--- src/rtl/hash_table_double_hashing_top_defines.svh ---
// Assertion macros used by the hash table top level.
`ifndef HASH_TABLE_DOUBLE_HASHING_TOP_DEFINES_SVH
`define HASH_TABLE_DOUBLE_HASHING_TOP_DEFINES_SVH

`ifndef SYNTHESIS
// Same-cycle implication.
`define HTDH_ASSERT_IMPL(label, clk, rst, ante, cons) \
   label: assert property (@(posedge clk) disable iff (rst) (ante) |-> (cons)) \
      else $error("htdh: same-cycle check failed");
// Next-cycle implication.
`define HTDH_ASSERT_NEXT(label, clk, rst, ante, cons) \
   label: assert property (@(posedge clk) disable iff (rst) (ante) |=> (cons)) \
      else $error("htdh: next-cycle check failed");
`else
`define HTDH_ASSERT_IMPL(label, clk, rst, ante, cons)
`define HTDH_ASSERT_NEXT(label, clk, rst, ante, cons)
`endif

`endif

--- src/rtl/htdh_pkg.sv ---
// Package: sizes, codes and types of the double-hashing table.
package htdh_pkg;

   localparam int TABLE_SIZE  = 17;
   localparam int IDX_W       = $clog2(TABLE_SIZE);
   localparam int KEY_W       = 31;
   localparam int OP_W        = 2;
   localparam int STATUS_W    = 3;
   localparam int SLOT_W      = 5;
   localparam int STEP_BASE   = 7;
   localparam int STEP_MOD    = 7;
   localparam int STEP_MOD_W  = 3;
   // sum of the four key bytes (256 = 1 mod 17)
   localparam int SUM17_W     = 10;
   // sum of the five 6-bit key fields and key bit 30 (64 = 1 mod 7)
   localparam int SUM7_W      = 9;

   typedef enum logic [OP_W-1:0] {
      OP_INSERT = 2'd0,
      OP_SEARCH = 2'd1,
      OP_DELETE = 2'd2
   } htdh_op_type;

   typedef enum logic [STATUS_W-1:0] {
      STAT_INSERTED  = 3'd0,
      STAT_DUPLICATE = 3'd1,
      STAT_FULL      = 3'd2,
      STAT_FOUND     = 3'd3,
      STAT_NOT_FOUND = 3'd4,
      STAT_DELETED   = 3'd5
   } htdh_status_type;

   typedef enum logic [1:0] {
      MARK_EMPTY    = 2'd0,
      MARK_DELETED  = 2'd1,
      MARK_OCCUPIED = 2'd2
   } htdh_mark_type;

   typedef enum logic [1:0] {
      S_IDLE,
      S_HASH,
      S_PROBE,
      S_DONE
   } htdh_state_type;

   // Write command from the sequencer to the slot store.
   typedef struct packed {
      logic          key_we;
      logic          mark_we;
      htdh_mark_type mark_val;
   } htdh_store_cmd_type;

endpackage

--- src/rtl/htdh_if.sv ---
// Valid/ready channel interfaces for requests and responses.
interface htdh_req_if;
   import htdh_pkg::*;
   logic              valid;
   logic              ready;
   logic [OP_W-1:0]   opcode;
   logic [KEY_W-1:0]  key;
   modport source (output valid, output opcode, output key, input ready);
   modport sink (input valid, input opcode, input key, output ready);
endinterface

interface htdh_rsp_if;
   import htdh_pkg::*;
   logic                valid;
   logic                ready;
   logic [STATUS_W-1:0] status;
   logic [SLOT_W-1:0]   slot_index;
   modport source (output valid, output status, output slot_index, input ready);
   modport sink (input valid, input status, input slot_index, output ready);
endinterface

--- src/rtl/htdh_hash_unit.sv ---
// Hash unit: key folded to home slot (mod 17) and probe step (7 + mod 7).
module htdh_hash_unit
   import htdh_pkg::*;
(
   input  logic             clock,
   input  logic             reset,
   input  logic             start,
   input  logic [KEY_W-1:0] key,
   output logic             busy,
   output logic [IDX_W-1:0] home,
   output logic [IDX_W-1:0] step
);

   logic                  run_ff, run_in;
   logic [SUM17_W-1:0]    s17_ff, s17_in;
   logic [SUM7_W-1:0]     s7_ff, s7_in;
   logic [7:0]            g17_ff, g17_in;
   logic [4:0]            x7_ff, x7_in;

   logic [8:0]            f17;
   logic [IDX_W:0]        h_raw;
   logic [3:0]            y7;
   logic [STEP_MOD_W-1:0] r7;

   // second fold of the byte sum, at most 258
   assign f17 = {1'b0, s17_ff[7:0]} + 9'(s17_ff[9:8]);

   always_comb begin
      run_in = start;
      s17_in = s17_ff;
      s7_in  = s7_ff;
      g17_in = g17_ff;
      x7_in  = x7_ff;
      if (start) begin
         s17_in = 10'(key[7:0]) + 10'(key[15:8]) + 10'(key[23:16]) + 10'(key[30:24]);
         s7_in  = 9'(key[5:0]) + 9'(key[11:6]) + 9'(key[17:12])
                + 9'(key[23:18]) + 9'(key[29:24]) + 9'(key[30]);
      end
      if (run_ff) begin
         // f17 above 255 leaves a low byte of at most 2, so no carry out
         g17_in = f17[7:0] + 8'(f17[8]);
         // 8 = 1 mod 7: octal digits of the field sum, at most 21
         x7_in  = 5'(s7_ff[2:0]) + 5'(s7_ff[5:3]) + 5'(s7_ff[8:6]);
      end
   end

   always_ff @(posedge clock) begin
      if (reset) begin
         run_ff <= 1'b0;
      end else begin
         run_ff <= run_in;
      end
      s17_ff <= s17_in;
      s7_ff  <= s7_in;
      g17_ff <= g17_in;
      x7_ff  <= x7_in;
   end

   // 16 = -1 mod 17: residue is low nibble minus high nibble, kept in 0..16
   assign h_raw = (IDX_W+1)'(g17_ff[3:0]) + (IDX_W+1)'(TABLE_SIZE)
                - (IDX_W+1)'(g17_ff[7:4]);
   assign home  = (h_raw >= (IDX_W+1)'(TABLE_SIZE))
                ? IDX_W'(h_raw - (IDX_W+1)'(TABLE_SIZE))
                : IDX_W'(h_raw);

   // last octal fold, at most 10, then one subtraction of 7
   assign y7   = 4'(x7_ff[2:0]) + 4'(x7_ff[4:3]);
   assign r7   = (y7 >= 4'(STEP_MOD)) ? STEP_MOD_W'(y7 - 4'(STEP_MOD)) : STEP_MOD_W'(y7);

   // step is 7..13, always below TABLE_SIZE
   assign step = IDX_W'(STEP_BASE) + IDX_W'(r7);
   assign busy = run_ff;

endmodule

--- src/rtl/htdh_slot_store.sv ---
// Slot store: key memory with registered read, slot marks in flops.
module htdh_slot_store
   import htdh_pkg::*;
(
   input  logic               clock,
   input  logic               reset,
   input  logic [IDX_W-1:0]   rd_addr,
   output logic [KEY_W-1:0]   rd_key,
   input  logic [IDX_W-1:0]   slot_addr,
   output htdh_mark_type      slot_mark,
   input  htdh_store_cmd_type cmd,
   input  logic [KEY_W-1:0]   wr_key
);

   logic [KEY_W-1:0] key_mem [TABLE_SIZE];
   logic [KEY_W-1:0] rd_key_ff;
   htdh_mark_type    marks_ff [TABLE_SIZE];

   always_ff @(posedge clock) begin
      if (cmd.key_we) begin
         key_mem[slot_addr] <= wr_key;
      end
      rd_key_ff <= key_mem[rd_addr];
   end

   always_ff @(posedge clock) begin
      if (reset) begin
         for (int i = 0; i < TABLE_SIZE; i++) begin
            marks_ff[i] <= MARK_EMPTY;
         end
      end else if (cmd.mark_we) begin
         marks_ff[slot_addr] <= cmd.mark_val;
      end
   end

   assign rd_key    = rd_key_ff;
   assign slot_mark = marks_ff[slot_addr];

endmodule

--- src/rtl/hash_table_double_hashing_top.sv ---
// Top level: double-hashing table sequencer with hash unit and slot store.
//
//   channel   modport   payload                       role
//   req_chan  sink      opcode[1:0], key[30:0]        insert / search / delete
//   rsp_chan  source    status[2:0], slot_index[4:0]  one response per request
//
// Sequence: a transaction is accepted in idle, then hashed (the key folded by
//   bytes for mod 17 and by 6-bit fields for mod 7) while S_HASH waits on the
//   hash unit and loads home and step, then probed at 1 to TABLE_SIZE slots
//   (one key memory read per probe), then answered with one response.
// Opcode 3 skips hashing: the accept is followed by the response.
// Reset (synchronous) clears the slot marks to empty.
// req_chan.ready is high only in idle; a held response stalls the block.
`include "hash_table_double_hashing_top_defines.svh"
module hash_table_double_hashing_top
   import htdh_pkg::*;
(
   input  logic      clock,
   input  logic      reset,
   htdh_req_if.sink   req_chan,
   htdh_rsp_if.source rsp_chan
);

   htdh_state_type     state_ff, state_in;
   htdh_op_type        op_ff, op_in;
   logic [KEY_W-1:0]   key_ff, key_in;
   logic [IDX_W-1:0]   loc_ff, loc_in;
   logic [IDX_W-1:0]   cnt_ff, cnt_in;
   htdh_status_type    status_ff, status_in;
   logic [SLOT_W-1:0]  slot_ff, slot_in;

   logic               hash_start;
   logic               hash_busy;
   logic [IDX_W-1:0]   hash_home;
   logic [IDX_W-1:0]   hash_step;
   logic [IDX_W-1:0]   step_ff, step_in;

   logic [KEY_W-1:0]   rd_key;
   htdh_mark_type      slot_mark;
   htdh_store_cmd_type store_cmd;

   logic [IDX_W:0]     loc_sum;
   logic [IDX_W-1:0]   loc_next;
   logic               last_probe;
   logic               key_hit;

   htdh_hash_unit u_hash (
      .clock (clock),
      .reset (reset),
      .start (hash_start),
      .key   (key_in),
      .busy  (hash_busy),
      .home  (hash_home),
      .step  (hash_step)
   );

   // key read address follows the next probe slot so data lines up with loc_ff
   htdh_slot_store u_store (
      .clock     (clock),
      .reset     (reset),
      .rd_addr   (loc_in),
      .rd_key    (rd_key),
      .slot_addr (loc_ff),
      .slot_mark (slot_mark),
      .cmd       (store_cmd),
      .wr_key    (key_ff)
   );

   // probe advance: loc and step are both below TABLE_SIZE
   assign loc_sum    = {1'b0, loc_ff} + {1'b0, step_ff};
   assign loc_next   = (loc_sum >= (IDX_W+1)'(TABLE_SIZE))
                     ? IDX_W'(loc_sum - (IDX_W+1)'(TABLE_SIZE))
                     : IDX_W'(loc_sum);
   assign last_probe = (cnt_ff == IDX_W'(TABLE_SIZE - 1));
   assign key_hit    = (rd_key == key_ff);

   always_comb begin
      state_in   = state_ff;
      op_in      = op_ff;
      key_in     = key_ff;
      loc_in     = loc_ff;
      cnt_in     = cnt_ff;
      step_in    = step_ff;
      status_in  = status_ff;
      slot_in    = slot_ff;
      hash_start = 1'b0;
      store_cmd  = '0;

      case (state_ff)
         S_IDLE: begin
            if (req_chan.valid) begin
               op_in  = htdh_op_type'(req_chan.opcode);
               key_in = req_chan.key;
               case (req_chan.opcode)
                  OP_INSERT, OP_SEARCH, OP_DELETE: begin
                     hash_start = 1'b1;
                     state_in   = S_HASH;
                  end
                  default: begin
                     // unused opcode: table untouched
                     status_in = STAT_NOT_FOUND;
                     slot_in   = '0;
                     state_in  = S_DONE;
                  end
               endcase
            end
         end

         S_HASH: begin
            if (!hash_busy) begin
               loc_in   = hash_home;
               step_in  = hash_step;
               cnt_in   = '0;
               state_in = S_PROBE;
            end
         end

         S_PROBE: begin
            if (op_ff == OP_INSERT) begin
               if (slot_mark != MARK_OCCUPIED) begin
                  store_cmd.key_we   = 1'b1;
                  store_cmd.mark_we  = 1'b1;
                  store_cmd.mark_val = MARK_OCCUPIED;
                  status_in          = STAT_INSERTED;
                  slot_in            = SLOT_W'(loc_ff);
                  state_in           = S_DONE;
               end else if (key_hit) begin
                  status_in = STAT_DUPLICATE;
                  slot_in   = '0;
                  state_in  = S_DONE;
               end else if (last_probe) begin
                  status_in = STAT_FULL;
                  slot_in   = '0;
                  state_in  = S_DONE;
               end else begin
                  loc_in = loc_next;
                  cnt_in = cnt_ff + 1'b1;
               end
            end else begin
               if (slot_mark == MARK_EMPTY) begin
                  status_in = STAT_NOT_FOUND;
                  slot_in   = '0;
                  state_in  = S_DONE;
               end else if (slot_mark == MARK_OCCUPIED && key_hit) begin
                  slot_in  = SLOT_W'(loc_ff);
                  state_in = S_DONE;
                  if (op_ff == OP_DELETE) begin
                     store_cmd.mark_we  = 1'b1;
                     store_cmd.mark_val = MARK_DELETED;
                     status_in          = STAT_DELETED;
                  end else begin
                     status_in = STAT_FOUND;
                  end
               end else if (last_probe) begin
                  status_in = STAT_NOT_FOUND;
                  slot_in   = '0;
                  state_in  = S_DONE;
               end else begin
                  loc_in = loc_next;
                  cnt_in = cnt_ff + 1'b1;
               end
            end
         end

         S_DONE: begin
            if (rsp_chan.ready) begin
               state_in = S_IDLE;
            end
         end

         default: begin
            state_in = S_IDLE;
         end
      endcase
   end

   always_ff @(posedge clock) begin
      if (reset) begin
         state_ff <= S_IDLE;
      end else begin
         state_ff <= state_in;
      end
      op_ff     <= op_in;
      key_ff    <= key_in;
      loc_ff    <= loc_in;
      cnt_ff    <= cnt_in;
      step_ff   <= step_in;
      status_ff <= status_in;
      slot_ff   <= slot_in;
   end

   assign req_chan.ready      = (state_ff == S_IDLE);
   assign rsp_chan.valid      = (state_ff == S_DONE);
   assign rsp_chan.status     = status_ff;
   assign rsp_chan.slot_index = slot_ff;

   `HTDH_ASSERT_IMPL(a_loc_in_range, clock, reset, state_ff == S_PROBE, loc_ff < IDX_W'(TABLE_SIZE))
   `HTDH_ASSERT_IMPL(a_step_in_range, clock, reset, state_ff == S_PROBE, step_ff < IDX_W'(TABLE_SIZE))
   `HTDH_ASSERT_IMPL(a_no_accept_busy, clock, reset, rsp_chan.valid, !req_chan.ready)
   `HTDH_ASSERT_NEXT(a_insert_reports, clock, reset, store_cmd.key_we, state_ff == S_DONE && status_ff == STAT_INSERTED)
   `HTDH_ASSERT_NEXT(a_hash_done_probe, clock, reset, state_ff == S_HASH && !hash_busy, state_ff == S_PROBE && cnt_ff == '0)

endmodule
--- src/flat_wrapper.sv ---
// flat-port wrapper written by rule: the top's interface ports become plain ports
module hash_table_double_hashing_top_flat import htdh_pkg::*;
  (clock, reset, req_chan_valid, req_chan_opcode, req_chan_key, req_chan_ready, rsp_chan_valid, rsp_chan_status, rsp_chan_slot_index, rsp_chan_ready);
  htdh_req_if req_chan_i ();
  htdh_rsp_if rsp_chan_i ();
  input  logic clock;
  input  logic reset;
  input wire logic [$bits(req_chan_i.valid)-1:0] req_chan_valid;
  input wire logic [$bits(req_chan_i.opcode)-1:0] req_chan_opcode;
  input wire logic [$bits(req_chan_i.key)-1:0] req_chan_key;
  output wire logic [$bits(req_chan_i.ready)-1:0] req_chan_ready;
  output wire logic [$bits(rsp_chan_i.valid)-1:0] rsp_chan_valid;
  output wire logic [$bits(rsp_chan_i.status)-1:0] rsp_chan_status;
  output wire logic [$bits(rsp_chan_i.slot_index)-1:0] rsp_chan_slot_index;
  input wire logic [$bits(rsp_chan_i.ready)-1:0] rsp_chan_ready;
  assign req_chan_i.valid = req_chan_valid;
  assign req_chan_i.opcode = req_chan_opcode;
  assign req_chan_i.key = req_chan_key;
  assign req_chan_ready = req_chan_i.ready;
  assign rsp_chan_valid = rsp_chan_i.valid;
  assign rsp_chan_status = rsp_chan_i.status;
  assign rsp_chan_slot_index = rsp_chan_i.slot_index;
  assign rsp_chan_i.ready = rsp_chan_ready;
  hash_table_double_hashing_top u_core (.clock(clock), .reset(reset), .req_chan(req_chan_i), .rsp_chan(rsp_chan_i));
endmodule
--- config.mk ---
export PLATFORM = sky130hd
export DESIGN_NAME = hash_table_double_hashing_top_flat
export DESIGN_NICKNAME = d
export VERILOG_FILES = /design/src/rtl/htdh_pkg.sv /design/src/rtl/htdh_if.sv /design/src/rtl/htdh_hash_unit.sv /design/src/rtl/htdh_slot_store.sv /design/src/rtl/hash_table_double_hashing_top.sv /design/src/flat_wrapper.sv
export VERILOG_INCLUDE_DIRS = /design/src /design/src/rtl
export SDC_FILE = /design/constraint.sdc
export NUM_CORES = 1
export LEC_CHECK = 0
export BUFFER_PORTS_ARGS = -buffer_cell sky130_fd_sc_hd__buf_4
export CORE_AREA = 4 4 260 262
export DETAILED_ROUTE_END_ITERATION = 8
export DIE_AREA = 0 0 264 266
export PLACE_DENSITY = 0.61
export SLEW_MARGIN = 10
export SYNTH_ARGS = -nofsm -noshare
export SYNTH_HDL_FRONTEND = slang
export SYNTH_HIERARCHICAL = 1
export SYNTH_SLANG_ARGS = --single-unit
--- constraint.sdc ---
create_clock -name clock -period 8.61 [get_ports clock]
set_input_delay 0.4305 -clock clock [delete_from_list [all_inputs] [get_ports clock]]
set_output_delay 0.4305 -clock clock [all_outputs]
set_load 0.005 [all_outputs]
==> flow_summary_export.csv <==
group,metric,value,unit
outcome,status,"finished, final reports clean",
sta,slew_headroom,22.6,%
sta,tns,0,ps
yosys,avgSynthCellArea,17.9,µm²
critical_path,crit_end,"u_core/u_store/rd_key[0]",
yosys,syn-num-nets,1831,
global_route,grt_pass1_wl,106000,µm
clocking,cts_root_buffer,"clkbuf_16",
clocking,cts_buffers,77,
sta,fin_crit,5620,ps
cells_and_area,area_growth,12.9,%
sta,fin_worst_skew,28.9,ps
floorplanning,coreArea,65400,µm²
global_route,grt_max_degree,102,
floorplanning,die_h,266,µm
route,wl_per_cell,26.5,µm
min_path,min_path_type,"primary input to flip-flop",
cells_and_area,drive_above_1_share,25.1,%
placement,numPortBuffers,46,
critical_path,timing.rr.start,"u_core/key_ff[15]",
pwr,p_per_area,425,nW/µm²
route,viasPerCell,5.81,
clocking,clk_latency,620,ps
floorplanning,die_area,70200,µm²
route,postRouteAntennaNets,0,
clocking,clk_pin_slew_worst_paths,60,ps
route,finalWirelength,71800,µm
critical_path,ff2ff_setup_slack,2990,ps
yosys,yosysSeqAreaShare,67.9,%
placement,place_congestion,0.830,
floorplanning,initial_core_util,46.6,%
cells_and_area,finalInstanceArea,34400,µm²
floorplanning,die_width,264,µm
critical_path,r2r_cells,11,
critical_path,path_class,"flip-flop to flip-flop",
yosys,netlist_area,30500,µm²
global_route,grt_pass1_vias,16000,
critical_path,critPathCaptureType,"flip-flop",
clocking,cts_resized,0,
route,drt_first_pass_iters,5,
sta,timing_worst_slew_pin_value,1160,ps
critical_path,reg2reg_to,"u_core/u_store/rd_key[0]",
placement,pre_cts_ws,3030,ps
critical_path,critPathMaxFanout,101,
critical_path,critPathLaunchType,"flip-flop",
flow_run,maxCapViolCount,0,
cells_and_area,layout.nets,1914,
route,drc,0,
clocking,cts_sinks,713,
placement,dpl_cell_area,31900,µm²
floorplanning,io_pins,47,
min_path,hp-start,"req_chan_opcode[1]",
sta,setup_viol,0,
yosys,synthFlopType,"edfxtp_1",
yosys,synthArstFlopShare,0,%
sta,rsz0062_at_grt,"false",
clocking,cts_tree,"built",
global_route,grt_antenna_before_repair,2,
sta,drv_slew,0,
clocking,cts_hold_buffers,0,
sta,fmax,0.178,GHz
global_route,track_usage,20.4,%
clocking,cts.path.max_buffers,3,
floorplanning,core.rowCount,94,
clocking,cts_setup_buffers,0,
yosys,yosys_register_bits,713,
yosys,synth_edf_count,643,
critical_path,worstPathArrival,6070,ps
yosys,yosys_warnings,6,
pwr,power.leakage,11.5,nW
sta,final-hold-violation-count,0,
sta,finalCritPeriodShare,65.3,%
clocking,cts_htree_levels,3,
route,drtIter0Drc,1428,
route,vias,15800,
global_route,grt_overflow,0,
critical_path,cp_data_required_time,9060,ps
yosys,ys_types,82,
placement,hpwl,40400,µm
sta,fin_ws,2990,ps
pwr,ir_worst_vdd,396,µV
cells_and_area,final_util,52.6,%
cells_and_area,n_antenna_cell,0,
yosys,syn-instance-count,1703,
critical_path,startpoint,"u_core/key_ff[15]",
worst min-delay path by stage:
stage | cells past startpoint | endpoint
after floorplan | 1 | u_core/u_hash/busy
after global placement | 2 | u_core/u_store/rd_key[17]
after detailed placement | 2 | u_core/u_store/rd_key[10]
after CTS | 1 | u_core/op_ff[0]
after global routing | 1 | u_core/op_ff[1]
final | 1 | u_core/op_ff[1]
registers in the layout, summed over array words and instances, names as in the netlist, 2 cells and up:
name	flops
u_core/u_store/rd_key	31
u_core/loc_ff	5
u_core/op_ff	2
u_core/step_ff	5
u_core/u_store/marks_ff	64
u_core/state_ff	2
u_core/u_store/key_mem	527
u_core/u_hash/s7_ff	9
u_core/cnt_ff	5
u_core/key_ff	31
u_core/u_hash/x7_ff	5
u_core/u_hash/s17_ff	10
u_core/rsp_chan.status	3
u_core/rsp_chan.slot_index	5
u_core/u_hash/g17_ff	8
cell type report:
cell class / instances / area (µm²)
sequential: 713 / 20700
fill: 5282 / 31000
multi-input combinational: 810 / 9140
inverter: 105 / 394
timing repair buffer: 79 / 618
clock buffer: 94 / 2000
tap: 864 / 1080
clock inverter: 46 / 463
power by group:
group / internal [W] / total, W / switching (W)
registers: 0.00476 / 0.00527 / 0.000511
logic: 0.00273 / 0.00613 / 0.00339
clock network: 0.00188 / 0.00322 / 0.00134
total: 0.00937 / 0.0146 / 0.00525
synthesized netlist by cell type (5+ instances only):
cell,count,area [µm²]
dfxtp_1,70,1400
mux2_2,31,349
mux4_2,134,3020
mux2i_1,36,360
nand4_1,5,31.3
nor3_1,8,40.0
or2_2,6,37.5
nor3b_1,6,45.0
a21o_1,6,45.0
clkbuf_1,35,131
xor2_1,37,324
nor2b_1,14,87.6
nand3b_1,6,45.0
mux4_1,6,158
nand3_1,10,50.1
nand2_1,29,109
a21oi_1,26,130
inv_1,103,387
a221oi_2,31,465
nor4_1,8,50.1
and3b_1,6,52.6
a211oi_1,7,52.6
o21ai_1,9,45.0
o21ai_0,8,40.0
and3_1,6,37.5
fa_1,41,821
ha_1,50,626
edfxtp_1,643,19300
buf_8,7,105
nor2_1,123,462
nand2b_1,6,37.5
buf_4,10,75.1
o22ai_2,30,375
o21bai_1,20,150
a22o_1,5,43.8
a22oi_1,9,67.6
buf_2,20,100
xnor2_1,24,210
critical path, stage by stage (launching register included):
cell	delay [ps]
dfxtp_1	750
xor2_1	260
nor4_1	950
nand4_2	590
nor2_1	280
o211ai_1	180
o311ai_4	130
buf_12	660
buf_4	590
mux4_2	560
mux2i_1	240
a221oi_2	120
metal layers:
metal	up-vias	GRT usage (%)	part of all wire, %
met2	492	34.0	50
met1	8328	28.3	41
met5	-	0	0
met3	101	3.43	6.2
met4	0	5.50	2.7
li1	6840	-	-
per-stage QoR:
stage	cells	power, W	hold WS, ps
final	2711	0.0146	53.8
after global routing	2711	0.0156	33.4
after CTS	2711	0.0148	22.2
after detailed placement	2571	0.0115	547
after global placement	2571	0.0114	545
after floorplan	1703	0.00988	502
cells by family after synthesis:
group | count (synthesis) | share of synthesized area, %
AOI/OAI and AO/OA | 192 | 5.82
xor gates and xnor gates | 62 | 1.81
adders and majority gates | 91 | 4.74
buffers and inverters | 180 | 2.70
DFF | 713 | 67.9
muxes | 207 | 12.7
other | 1 | 0.0123
and+or+nand+nor | 257 | 4.24
cells in the final DEF, fill, tap and decap left out, types with 24 or more instances in the layout:
cell / n
a21oi_1: 25
a221oi_2: 31
buf_4: 77
clkbuf_16: 77
dfxtp_1: 70
edfxtp_1: 643
fa_1: 41
ha_1: 50
inv_1: 103
mux2_2: 31
mux2i_1: 36
mux4_2: 134
nand2_1: 28
nor2_1: 106
o22ai_2: 30
xnor2_1: 24
xor2_1: 37
Power figures use the tool's default switching activity.
